$ cat src/rtl/jsfr_pkg.sv
// ----------------------------------------------------------------------------
// jsfr_pkg: shared types and constants for the JSON object stream framer
// Byte classes, queue entry layout, result status codes and character codes.
// ----------------------------------------------------------------------------
`default_nettype none

package jsfr_pkg;

  // Character codes that steer the framer
  localparam logic [7:0] CHAR_OPEN_BRACE    = 8'h7B; // '{'
  localparam logic [7:0] CHAR_CLOSE_BRACE   = 8'h7D; // '}'
  localparam logic [7:0] CHAR_CLOSE_BRACKET = 8'h5D; // ']'
  localparam logic [7:0] CHAR_QUOTE         = 8'h22; // '"'
  localparam logic [7:0] CHAR_BACKSLASH     = 8'h5C; // '\'

  // Byte classes decided by the front end
  localparam logic [2:0] CLS_OTHER   = 3'd0;
  localparam logic [2:0] CLS_OPEN    = 3'd1;
  localparam logic [2:0] CLS_CLOSE   = 3'd2;
  localparam logic [2:0] CLS_QUOTE   = 3'd3;
  localparam logic [2:0] CLS_BSLASH  = 3'd4;
  localparam logic [2:0] CLS_BRACKET = 3'd5;

  // Result status codes
  localparam logic [1:0] ST_BYTE  = 2'd0;
  localparam logic [1:0] ST_DONE  = 2'd1;
  localparam logic [1:0] ST_ARRAY = 2'd2;
  localparam logic [1:0] ST_EOF   = 2'd3;

  localparam int unsigned CAP_W = 13;

  // One classified item travelling through the queue
  typedef struct packed {
    logic       eof;
    logic [2:0] cls;
    logic [7:0] data;
  } queue_entry_t;

  // Queue occupancy seen by both ends
  typedef struct packed {
    logic full;
    logic empty;
  } queue_status_t;

  // Framing state exposed by the back end
  typedef struct packed {
    logic       inside_object;
    logic [7:0] brace_depth;
  } frame_status_t;

  function automatic logic [2:0] classify(input logic [7:0] b);
    logic [2:0] c;
    case (b)
      CHAR_OPEN_BRACE:    c = CLS_OPEN;
      CHAR_CLOSE_BRACE:   c = CLS_CLOSE;
      CHAR_QUOTE:         c = CLS_QUOTE;
      CHAR_BACKSLASH:     c = CLS_BSLASH;
      CHAR_CLOSE_BRACKET: c = CLS_BRACKET;
      default:            c = CLS_OTHER;
    endcase
    return c;
  endfunction

endpackage

`default_nettype wire

$ cat src/rtl/json_object_stream_framer.sv
// ----------------------------------------------------------------------------
// json_object_stream_framer: splits a JSON byte stream into top-level objects
// An accepted item passes through the queue, then the framing update and the
// result register, which raises out_valid.
// Throughput: one item per cycle while the result side does not stall.
// The two-entry queue takes up back-pressure from the result side.
// Reset (rst, synchronous): queue emptied, framing state cleared to seeking,
// result register empty and buffer capacity back to 4096.
// ----------------------------------------------------------------------------
`default_nettype none

module json_object_stream_framer import jsfr_pkg::*; #(
  parameter int unsigned MAX_DEPTH        = 255,
  parameter int unsigned MAX_OBJECT_BYTES = 4096
) (
  input  wire logic             clk,
  input  wire logic             rst,
  input  wire logic             cfg_we,
  input  wire logic [CAP_W-1:0] cfg_wdata,
  input  wire logic             in_valid,
  output logic                  in_stall,
  input  wire logic [7:0]       data_byte,
  input  wire logic             end_of_file,
  output logic                  out_valid,
  input  wire logic             out_stall,
  output logic [7:0]            out_byte,
  output logic                  byte_kept,
  output logic [1:0]            status
);

  // The brace depth is an eight-bit counter, so the limit never exceeds 255.
  localparam logic [7:0] DEPTH_LIMIT =
    (MAX_DEPTH > 255) ? 8'd255 : 8'(MAX_DEPTH);
  // The capacity register is 13 bits wide, so any object limit above its
  // largest value leaves the register in charge.
  localparam logic [CAP_W-1:0] CAP_LIMIT =
    (MAX_OBJECT_BYTES > 8191) ? 13'd8191 : CAP_W'(MAX_OBJECT_BYTES);
  localparam int unsigned QUEUE_DEPTH = 2;

  queue_status_t q_status;
  queue_entry_t  push_entry;
  queue_entry_t  head;
  frame_status_t frame;
  logic          push;
  logic          pop;

  // The front end classifies each accepted byte and drops it into the queue.
  jsfr_front u_front (
    .in_valid    (in_valid),
    .in_stall    (in_stall),
    .data_byte   (data_byte),
    .end_of_file (end_of_file),
    .q_status    (q_status),
    .push        (push),
    .push_entry  (push_entry)
  );

  // The queue decouples input acceptance from the result side, so a held
  // result does not stop the next item from being taken.
  jsfr_queue #(
    .DEPTH (QUEUE_DEPTH)
  ) u_queue (
    .clk        (clk),
    .rst        (rst),
    .push       (push),
    .push_entry (push_entry),
    .pop        (pop),
    .head       (head),
    .status     (q_status)
  );

  // The back end runs the framing state and owns the result register. It
  // takes an item whenever the result register is empty or being emptied.
  jsfr_back #(
    .DEPTH_LIMIT (DEPTH_LIMIT),
    .CAP_LIMIT   (CAP_LIMIT)
  ) u_back (
    .clk       (clk),
    .rst       (rst),
    .cfg_we    (cfg_we),
    .cfg_wdata (cfg_wdata),
    .head      (head),
    .q_status  (q_status),
    .pop       (pop),
    .out_valid (out_valid),
    .out_stall (out_stall),
    .out_byte  (out_byte),
    .byte_kept (byte_kept),
    .status    (status),
    .frame     (frame)
  );

  // The queue can never be full and empty at once.
  assert property (@(posedge clk) disable iff (rst)
    !(q_status.full && q_status.empty))
    else $error("queue reports full and empty together");

  // An object is open exactly while the brace depth is non-zero.
  assert property (@(posedge clk) disable iff (rst)
    frame.inside_object == (frame.brace_depth != 8'd0))
    else $error("object flag disagrees with brace depth");

  // An end-of-file item taken from the queue yields an end-of-file result.
  assert property (@(posedge clk) disable iff (rst)
    (pop && head.eof) |=> (out_valid && status == ST_EOF && out_byte == 8'd0
                           && !byte_kept))
    else $error("end of file did not produce its result");

  // After an end-of-file item the framer is back to seeking.
  assert property (@(posedge clk) disable iff (rst)
    (pop && head.eof) |=> (!frame.inside_object))
    else $error("framing state not cleared at end of file");

endmodule

`default_nettype wire

$ cat src/rtl/jsfr_front.sv
// ----------------------------------------------------------------------------
// jsfr_front: input acceptance and byte classification
// Accepts items while the queue has room and pushes them in classified form.
// ----------------------------------------------------------------------------
`default_nettype none

module jsfr_front import jsfr_pkg::*; (
  input  wire logic          in_valid,
  output logic               in_stall,
  input  wire logic [7:0]    data_byte,
  input  wire logic          end_of_file,
  input  wire queue_status_t q_status,
  output logic               push,
  output queue_entry_t       push_entry
);

  assign in_stall        = q_status.full;
  assign push            = in_valid && !q_status.full;
  // The byte is meaningless on an end-of-file item, so it is classed as other.
  assign push_entry.eof  = end_of_file;
  assign push_entry.cls  = end_of_file ? CLS_OTHER : classify(data_byte);
  assign push_entry.data = data_byte;

endmodule

`default_nettype wire

$ cat src/rtl/jsfr_queue.sv
// ----------------------------------------------------------------------------
// jsfr_queue: short flop queue between the front and back ends
// Circular buffer with a fill count; push and pop may happen in one cycle.
// ----------------------------------------------------------------------------
`default_nettype none

module jsfr_queue import jsfr_pkg::*; #(
  parameter int unsigned DEPTH = 2
) (
  input  wire logic         clk,
  input  wire logic         rst,
  input  wire logic         push,
  input  wire queue_entry_t push_entry,
  input  wire logic         pop,
  output queue_entry_t      head,
  output queue_status_t     status
);

  localparam int unsigned PTR_W = (DEPTH > 1) ? $clog2(DEPTH) : 1;
  localparam int unsigned CNT_W = $clog2(DEPTH + 1);

  queue_entry_t store [DEPTH];
  logic [PTR_W-1:0] wr_ptr;
  logic [PTR_W-1:0] rd_ptr;
  logic [CNT_W-1:0] count;

  assign status.full  = (count == CNT_W'(DEPTH));
  assign status.empty = (count == '0);
  assign head         = store[rd_ptr];

  always_ff @(posedge clk) begin
    if (push) begin
      store[wr_ptr] <= push_entry;
    end
  end

  always_ff @(posedge clk) begin
    if (rst) begin
      wr_ptr <= '0;
      rd_ptr <= '0;
      count  <= '0;
    end else begin
      if (push) begin
        wr_ptr <= (wr_ptr == PTR_W'(DEPTH - 1)) ? '0 : wr_ptr + 1'b1;
      end
      if (pop) begin
        rd_ptr <= (rd_ptr == PTR_W'(DEPTH - 1)) ? '0 : rd_ptr + 1'b1;
      end
      if (push && !pop) begin
        count <= count + 1'b1;
      end else if (pop && !push) begin
        count <= count - 1'b1;
      end
    end
  end

endmodule

`default_nettype wire

$ cat src/rtl/jsfr_back.sv
// ----------------------------------------------------------------------------
// jsfr_back: framing state machine and result register
// Takes classified items from the queue, updates the framing state and
// loads the result register, which holds a result until it is taken.
// ----------------------------------------------------------------------------
`default_nettype none

module jsfr_back import jsfr_pkg::*; #(
  parameter logic [7:0]       DEPTH_LIMIT = 8'd255,
  parameter logic [CAP_W-1:0] CAP_LIMIT   = 13'd4096
) (
  input  wire logic             clk,
  input  wire logic             rst,
  input  wire logic             cfg_we,
  input  wire logic [CAP_W-1:0] cfg_wdata,
  input  wire queue_entry_t     head,
  input  wire queue_status_t    q_status,
  output logic                  pop,
  output logic                  out_valid,
  input  wire logic             out_stall,
  output logic [7:0]            out_byte,
  output logic                  byte_kept,
  output logic [1:0]            status,
  output frame_status_t         frame
);

  logic [CAP_W-1:0] buffer_capacity;
  logic             inside_object;
  logic [7:0]       brace_depth;
  logic             in_string;
  logic             escape_pending;
  logic [CAP_W-1:0] stored_count;

  logic             inside_object_next;
  logic [7:0]       brace_depth_next;
  logic             in_string_next;
  logic             escape_pending_next;
  logic [CAP_W-1:0] stored_count_next;

  logic             emit;
  logic [7:0]       res_byte;
  logic             res_kept;
  logic [1:0]       res_status;

  logic [CAP_W-1:0] cap;
  logic [CAP_W-1:0] base_count;
  logic [CAP_W:0]   count_inc;
  logic             fits;
  logic [7:0]       depth_dec;

  assign pop = !q_status.empty && (!out_valid || !out_stall);

  assign frame.inside_object = inside_object;
  assign frame.brace_depth   = brace_depth;

  always_comb begin
    cap = (buffer_capacity > CAP_LIMIT) ? CAP_LIMIT : buffer_capacity;
    // A new object starts its byte count from zero.
    base_count = inside_object ? stored_count : '0;
    count_inc  = {1'b0, base_count} + 1'b1;
    fits       = count_inc < {1'b0, cap};
    depth_dec  = (brace_depth != 8'd0) ? brace_depth - 8'd1 : brace_depth;

    inside_object_next  = inside_object;
    brace_depth_next    = brace_depth;
    in_string_next      = in_string;
    escape_pending_next = escape_pending;
    stored_count_next   = stored_count;
    emit       = 1'b0;
    res_byte   = head.data;
    res_kept   = fits;
    res_status = ST_BYTE;

    if (head.eof) begin
      inside_object_next  = 1'b0;
      brace_depth_next    = 8'd0;
      in_string_next      = 1'b0;
      escape_pending_next = 1'b0;
      stored_count_next   = '0;
      emit       = 1'b1;
      res_byte   = 8'd0;
      res_kept   = 1'b0;
      res_status = ST_EOF;
    end else if (!inside_object) begin
      if (head.cls == CLS_OPEN) begin
        inside_object_next  = 1'b1;
        brace_depth_next    = 8'd1;
        in_string_next      = 1'b0;
        escape_pending_next = 1'b0;
        stored_count_next   = fits ? count_inc[CAP_W-1:0] : '0;
        emit = 1'b1;
      end else if (head.cls == CLS_BRACKET) begin
        emit       = 1'b1;
        res_kept   = 1'b0;
        res_status = ST_ARRAY;
      end
    end else begin
      emit = 1'b1;
      if (fits) begin
        stored_count_next = count_inc[CAP_W-1:0];
      end
      if (escape_pending) begin
        escape_pending_next = 1'b0;
      end else if (in_string) begin
        if (head.cls == CLS_BSLASH) begin
          escape_pending_next = 1'b1;
        end else if (head.cls == CLS_QUOTE) begin
          in_string_next = 1'b0;
        end
      end else begin
        case (head.cls)
          CLS_QUOTE: begin
            in_string_next = 1'b1;
          end
          CLS_OPEN: begin
            if (brace_depth < DEPTH_LIMIT) begin
              brace_depth_next = brace_depth + 8'd1;
            end
          end
          CLS_CLOSE: begin
            if (depth_dec == 8'd0) begin
              inside_object_next  = 1'b0;
              brace_depth_next    = 8'd0;
              in_string_next      = 1'b0;
              escape_pending_next = 1'b0;
              stored_count_next   = '0;
              res_status          = ST_DONE;
            end else begin
              brace_depth_next = depth_dec;
            end
          end
          default: begin
          end
        endcase
      end
    end
  end

  always_ff @(posedge clk) begin
    if (rst) begin
      buffer_capacity <= 13'd4096;
      inside_object   <= 1'b0;
      brace_depth     <= 8'd0;
      in_string       <= 1'b0;
      escape_pending  <= 1'b0;
      stored_count    <= '0;
      out_valid       <= 1'b0;
    end else begin
      if (cfg_we) begin
        buffer_capacity <= cfg_wdata;
      end
      if (pop) begin
        inside_object  <= inside_object_next;
        brace_depth    <= brace_depth_next;
        in_string      <= in_string_next;
        escape_pending <= escape_pending_next;
        stored_count   <= stored_count_next;
        out_valid      <= emit;
      end else if (!out_stall) begin
        out_valid <= 1'b0;
      end
    end
  end

  always_ff @(posedge clk) begin
    if (pop && emit) begin
      out_byte  <= res_byte;
      byte_kept <= res_kept;
      status    <= res_status;
    end
  end

endmodule

`default_nettype wire

$ cat config.mk
export PLATFORM = sky130hd
export DESIGN_NAME = json_object_stream_framer
export DESIGN_NICKNAME = d
export VERILOG_FILES = /design/src/rtl/jsfr_pkg.sv /design/src/rtl/json_object_stream_framer.sv /design/src/rtl/jsfr_front.sv /design/src/rtl/jsfr_queue.sv /design/src/rtl/jsfr_back.sv
export SDC_FILE = /design/constraint.sdc
export NUM_CORES = 1
export LEC_CHECK = 0
export ABC_AREA = 1
export BUFFER_PORTS_ARGS = -buffer_cell sky130_fd_sc_hd__buf_4
export CAP_MARGIN = 20
export CORE_ASPECT_RATIO = 1.1
export CORE_MARGIN = 1.5
export CORE_UTILIZATION = 60
export DETAILED_ROUTE_END_ITERATION = 10
export GPL_TIMING_DRIVEN = 0
export PLACE_DENSITY_LB_ADDON = 0.08
export SLEW_MARGIN = 0
export SYNTH_ARGS = -nofsm -noshare
export SYNTH_HDL_FRONTEND = slang
export SYNTH_HIERARCHICAL = 1
export SYNTH_SLANG_ARGS = --single-unit
$ cat constraint.sdc
create_clock -name clk -period 3.3 [get_ports clk]
set_input_delay 0.33 -clock clk [delete_from_list [all_inputs] [get_ports clk]]
set_output_delay 0.33 -clock clk [all_outputs]
set_load 0.005 [all_outputs]
# Yosys cells after proc, flatten, opt, wreduce, memory -nomap -nowiden
# Memories as Yosys holds them, arrays and structs flattened. A register that Yosys moved wholly into a read port is not among the register bits.
# Index checks and enable logic that the tools add are counted.
[totals]
ff_bits = 53
mem_bits_rw = 24
inputBits = 27
out_inout_bits = 13
elab_cells = 126
memories = 1
[mem_list]
columns = ["name", "depth", "width", "rd", "rd_ports_with_merged_regs", "wr", "line_no", "source"]
rows = [
  ["u_queue.store", 2, 12, 1, 1, 1, "jsfr_queue.sv:22", "queue_entry_t store [DEPTH];"],
]
[classes]
add_sub_neg = 7
magnitude_cmp = 3
eq_ne = 15
n_mux = 66
n_reduce_logical = 21
[ops]
columns = ["cell", "count"]
rows = [
  ["$mux W13", 11],
  ["$mux W8", 8],
  ["$mux W1", 36],
  ["$eq A8 B7 Y1 const B", 4],
  ["$mux W2", 8],
  ["$pmux W8 S2", 1],
  ["$pmux W3 S5", 1],
  ["$add A13 B1 Y14 const B", 1],
  ["$lt A14 B13 Y1", 1],
  ["$gt A13 B13 Y1 const B", 1],
  ["$add A8 B1 Y8 const B", 1],
  ["$eq A8 B6 Y1 const B", 1],
  ["$logic_not A8 Y1", 1],
  ["$lt A8 B8 Y1 const B", 1],
  ["$reduce_bool A8 Y1", 1],
  ["$sub A8 B1 Y8 const B", 1],
  ["$eq A3 B2 Y1 const B", 2],
  ["$eq A3 B3 Y1 const B", 2],
  ["$logic_not A1 Y1", 6],
  ["$ne A3 B3 Y1 const B", 2],
  ["$reduce_and A6 Y1", 1],
  ["$logic_and A1 B1 Y1", 5],
  ["$reduce_bool A5 Y1", 1],
  ["$ne A4 B4 Y1 const B", 1],
  ["13 further kinds", 14],
]

# Logic depth before layout (Yosys ltp)
[logic_depth]
depth_word = 10
ltp_mapped = 22
depth_no_buf = 21

# Hierarchy
# The synthesis kept the hierarchy.
[by_module_without_submodules]
columns = ["module", "instances", "cells_per_inst", "area_each_um2", "seq_area_each_um2"]
rows = [
  ["jsfr_back", 1, 466, 3293.2, 1091.0],
  ["jsfr_queue", 1, 70, 1131.1, 820.8],
  ["jsfr_front", 1, 47, 222.7, 0.0],
]

# Worst setup path after synthesis
# OpenSTA, ideal clock, no wires.
[synth_path]
path_type = "reg-to-reg"
from = "reg u_back.inside_object"
to = "reg u_back.stored_count[8]"
setup_ns = 0.069
arrival_ns = 2.747
required_time_ns = 3.231
path_slack_ns = 0.484
stages_incl_launch_ff = 23
path_buffers = 2
period_less_slack_ns = 2.816
path_cell_list = "dfxtp_1 buf_6 nand2_4 inv_1 ha_1 nand2_1 nor2_1 nand2_1 nor2_1 nand4_1 o21ai_1 inv_1 ha_1 inv_1 nor2_1 nor2_1 o21ai_0 nor2_2 nand2_2 buf_6 nand2_1 nand3_2 a21oi_2"
[synth_between]
elab_chain_cells = 10
elab_cells_between_ends = 14
cone_classes = "add/sub: 1; order compare: 1; mux: 10; reduce/logical: 2"
[synth_lines]
columns = ["element", "line_no", "source"]
rows = [
  ["start: declaration", "jsfr_back.sv:28", "logic inside_object;"],
  ["start signal: assignment", "jsfr_back.sv:153", "inside_object <= inside_object_next;"],
  ["$mux W13", "jsfr_back.sv:59", "base_count = inside_object ? stored_count : '0;"],
  ["$add A13 B1 Y14", "jsfr_back.sv:60", "count_inc = {1'b0, base_count} + 1'b1;"],
  ["$lt A14 B13 Y1", "jsfr_back.sv:61", "fits = count_inc < {1'b0, cap};"],
  ["$mux W13", "jsfr_back.sv:99", "if (fits) begin"],
  ["$mux W13", "jsfr_back.sv:121", "if (depth_dec == 8'd0) begin"],
  ["$mux W13", "jsfr_back.sv:111", "case (head.cls)"],
  ["$mux W13", "jsfr_back.sv:104", "end else if (in_string) begin"],
  ["$mux W13", "jsfr_back.sv:102", "if (escape_pending) begin"],
  ["$mux W13", "jsfr_back.sv:84", "end else if (!inside_object) begin"],
  ["$mux W13", "jsfr_back.sv:74", "if (head.eof) begin"],
  ["end signal: assignment", "jsfr_back.sv:157", "stored_count <= stored_count_next;"],
  ["end: declaration", "jsfr_back.sv:32", "logic [CAP_W-1:0] stored_count;"],
]
# Several ways; a longest one is shown, not always the timed one. The select of a mux whose other input is x is not followed.
# A chain may end at the register's enable or synchronous reset.

# Worst setup path after layout
[layout_path]
from = "reg u_back.inside_object"
to = "reg u_back.stored_count[1]"
# Same word-level chain as after synthesis.

==> flow_metrics.py <==
metrics = {
    "placed_design": {
        "portBuffers": 39,
        "dp.cells": 727,
        "dp_hpwl_mm": 7.30,
        "place.gp.congestion": 0.938,
    },
    "finish": {
        "nets": 683,
        "multiInputGateArea_sq_mm": 0.00230,
        "nFillCells": 600,
        "seqCellArea_sq_mm": 0.00191,
        "final_cells": 749,
        "drive_gt1_frac": 0.222,
        "n_antenna_cell": 0,
        "area_growth_syn_to_layout_pct": 14.5,
    },
    "worst_hold_path": {
        "min_to": "u_back/buffer_capacity[12]",
        "hp-start": "cfg_wdata[12]",
        "hold_depth": 3,
        "hold_class": "input port to flip-flop",
    },
    "sta": {
        "max_slew.worst_pin.slew_ps": 1020,
        "clock.fmax_ghz": 0.320,
        "period_share": 0.946,
        "finalClockSkew_ps": 7.84,
        "period_needed_ps": 3120,
        "setup_violations": 0,
        "maxSlewViolCount": 0,
        "relSlewSlack": 0.318,
        "finalHoldViolations": 0,
        "fin_setup_tns_ps": 0,
    },
    "job": {
        "cap_viol_max_count": 0,
    },
    "die": {
        "die_h_um": 95.2,
        "die_area_sq_mm": 0.00827,
        "dieWidth_um": 86.8,
        "core_sq_mm": 0.00747,
        "io-pin-count": 40,
        "initial_core_util": 0.621,
        "rows": 33,
    },
    "route": {
        "vias_per_cell": 5.34,
        "vias": 3999,
        "wirelength_mm": 10.0,
        "drt_iter0_drc": 283,
        "first_pass_iters": 5,
        "routedWlPerCell_um": 13.4,
        "drc": 0,
        "antenna_left": 0,
    },
    "clock_tree": {
        "cts.sinks": 78,
        "cts_tree": "yes",
        "cts-root-buf": "clkbuf_8",
        "clk_latency_ps": 350,
        "clk_path_buf_depth": 2,
        "cts_htree_levels": 3,
        "cts_made_buffers": 9,
        "cts.clk_slew.worst_paths_ps": 90,
    },
    "setup_path": {
        "end_kind": "flip-flop",
        "crit_arrival_ps": 3400,
        "rrSetupSlack_ps": 180,
        "crit_type": "flip-flop to flip-flop",
        "timing.rr.start": "u_back/inside_object",
        "required_ps": 3580,
        "reg2reg_to": "u_back/stored_count[1]",
        "rr_worst_depth": 22,
        "cp_max_fo": 10,
        "cp-start-kind": "flip-flop",
    },
    "synth": {
        "syn_nets": 626,
        "syn_avg_cell_area_sq_um": 7.97,
        "synth_area_sq_mm": 0.00464,
        "yosysWarnings": 6,
        "syn_inst": 582,
    },
    "grt": {
        "grt_max_degree": 16,
        "grt_pass1_vias": 3667,
        "grt.total_usage": 0.256,
        "antenna_found_initial": 0,
        "grt_pass1_wl_mm": 16.7,
        "grt.overflow.total": 0,
    },
    "power": {
        "leakage_nw": 2.33,
        "ir_drop_uv": 469,
        "power.total_mw": 3.51,
        "powerDensity_mw_per_mm2": 661,
    },
    "status": {
        "status": "complete, no violations",
    },
}
## power breakdown
group          switching (mW)  total [mW]  internal (mW)
registers              0.0964        1.33           1.24
logic                   0.912        1.52          0.608
clock network           0.380       0.660          0.280
## worst max-delay path: stages, from the launching register on
cell	delay [ps]
dfxtp_2	360
buf_6	140
nand2_4	60
inv_1	60
ha_2	190
nand2_1	90
nor2_2	140
nand2_1	90
nor2_2	160
nand4_1	140
o21ai_2	190
inv_1	70
ha_1	310
inv_1	60
nor2_1	40
nor2_1	70
o21ai_0	100
nor2_2	220
nand2_2	130
buf_6	160
nand2_1	60
nand3_1	70
a21oi_1	130
## flip-flops by register name (all words and copies together) (netlist names), 2 cells and up, named ones only
signal                  count
u_back/brace_depth          8
u_back/out_byte             8
u_queue/count               2
u_back/buffer_capacity     13
u_queue/store              24
u_back/status               2
u_back/stored_count        13
## worst max path at each step
stage                         startpoint                     end  slack, ps  cells after the start
floorplan           u_back/inside_object  u_back/stored_count[8]        510                     22
global placement    u_back/inside_object  u_back/stored_count[1]         90                     22
detailed placement  u_back/inside_object  u_back/stored_count[5]         50                     22
CTS                 u_back/inside_object  u_back/stored_count[5]         30                     22
global route        u_back/inside_object  u_back/stored_count[3]        -10                     22
finish              u_back/inside_object  u_back/stored_count[1]        180                     22
## cell type report
type	instances	share of cell area
clock inverters	7	0.0106
plain buffers	25	0.0344
flip-flops and latches	78	0.360
multi-input cells	411	0.434
inverters	68	0.0481
well taps	105	0.0247
clock buffers	9	0.0233
repair buffers	46	0.0650
## layer usage
metal,GRT usage,vias to the layer above,wire length (um)
met4,0.0833,0,123
li1,-,2027,-
met3,0.0442,16,545
met2,0.421,124,4700
met1,0.342,1832,4640
met5,0,-,0
## metrics by stage
stage / util / hold slack (ps) / worst slack (ps) / cell area, sq um
6_report: 0.711 / 195 / 178 / 5310
4_1_cts: 0.703 / 193 / 29.3 / 5250
2_1_floorplan: - / 399 / 508 / 4640
3_5_place_dp: 0.679 / 457 / 50.3 / 5070
3_3_place_gp: 0.678 / 455 / 87.1 / 5060
5_1_grt: 0.711 / 190 / -13.8 / 5310
## cells in the final DEF (no fill, tap or decap), types with 5 or more instances in the layout
| cell | n |
|---|---|
| dfxtp_1 | 42 |
| xnor2_1 | 5 |
| nand3b_1 | 5 |
| nand2_1 | 122 |
| buf_6 | 6 |
| clkbuf_1 | 5 |
| inv_2 | 9 |
| nor2_2 | 7 |
| clkbuf_8 | 9 |
| buf_4 | 57 |
| xor2_1 | 7 |
| nand2_2 | 7 |
| nand4_1 | 6 |
| o21ai_0 | 25 |
| nand3_2 | 9 |
| nand3_1 | 36 |
| edfxtp_1 | 35 |
| nor2_1 | 77 |
| nor3_1 | 12 |
| mux2_4 | 10 |
| a21oi_1 | 33 |
| inv_1 | 58 |
| ha_1 | 16 |
| a21oi_2 | 7 |
## timing repair
action / in CTS / in global routing
buffers inserted: 0 / 6
hold buffers: 0 / 0
setup endpoints to repair: 0 / 14
gates resized for setup: 0 / 6
Note: power is estimated with default switching activity, not from simulation.
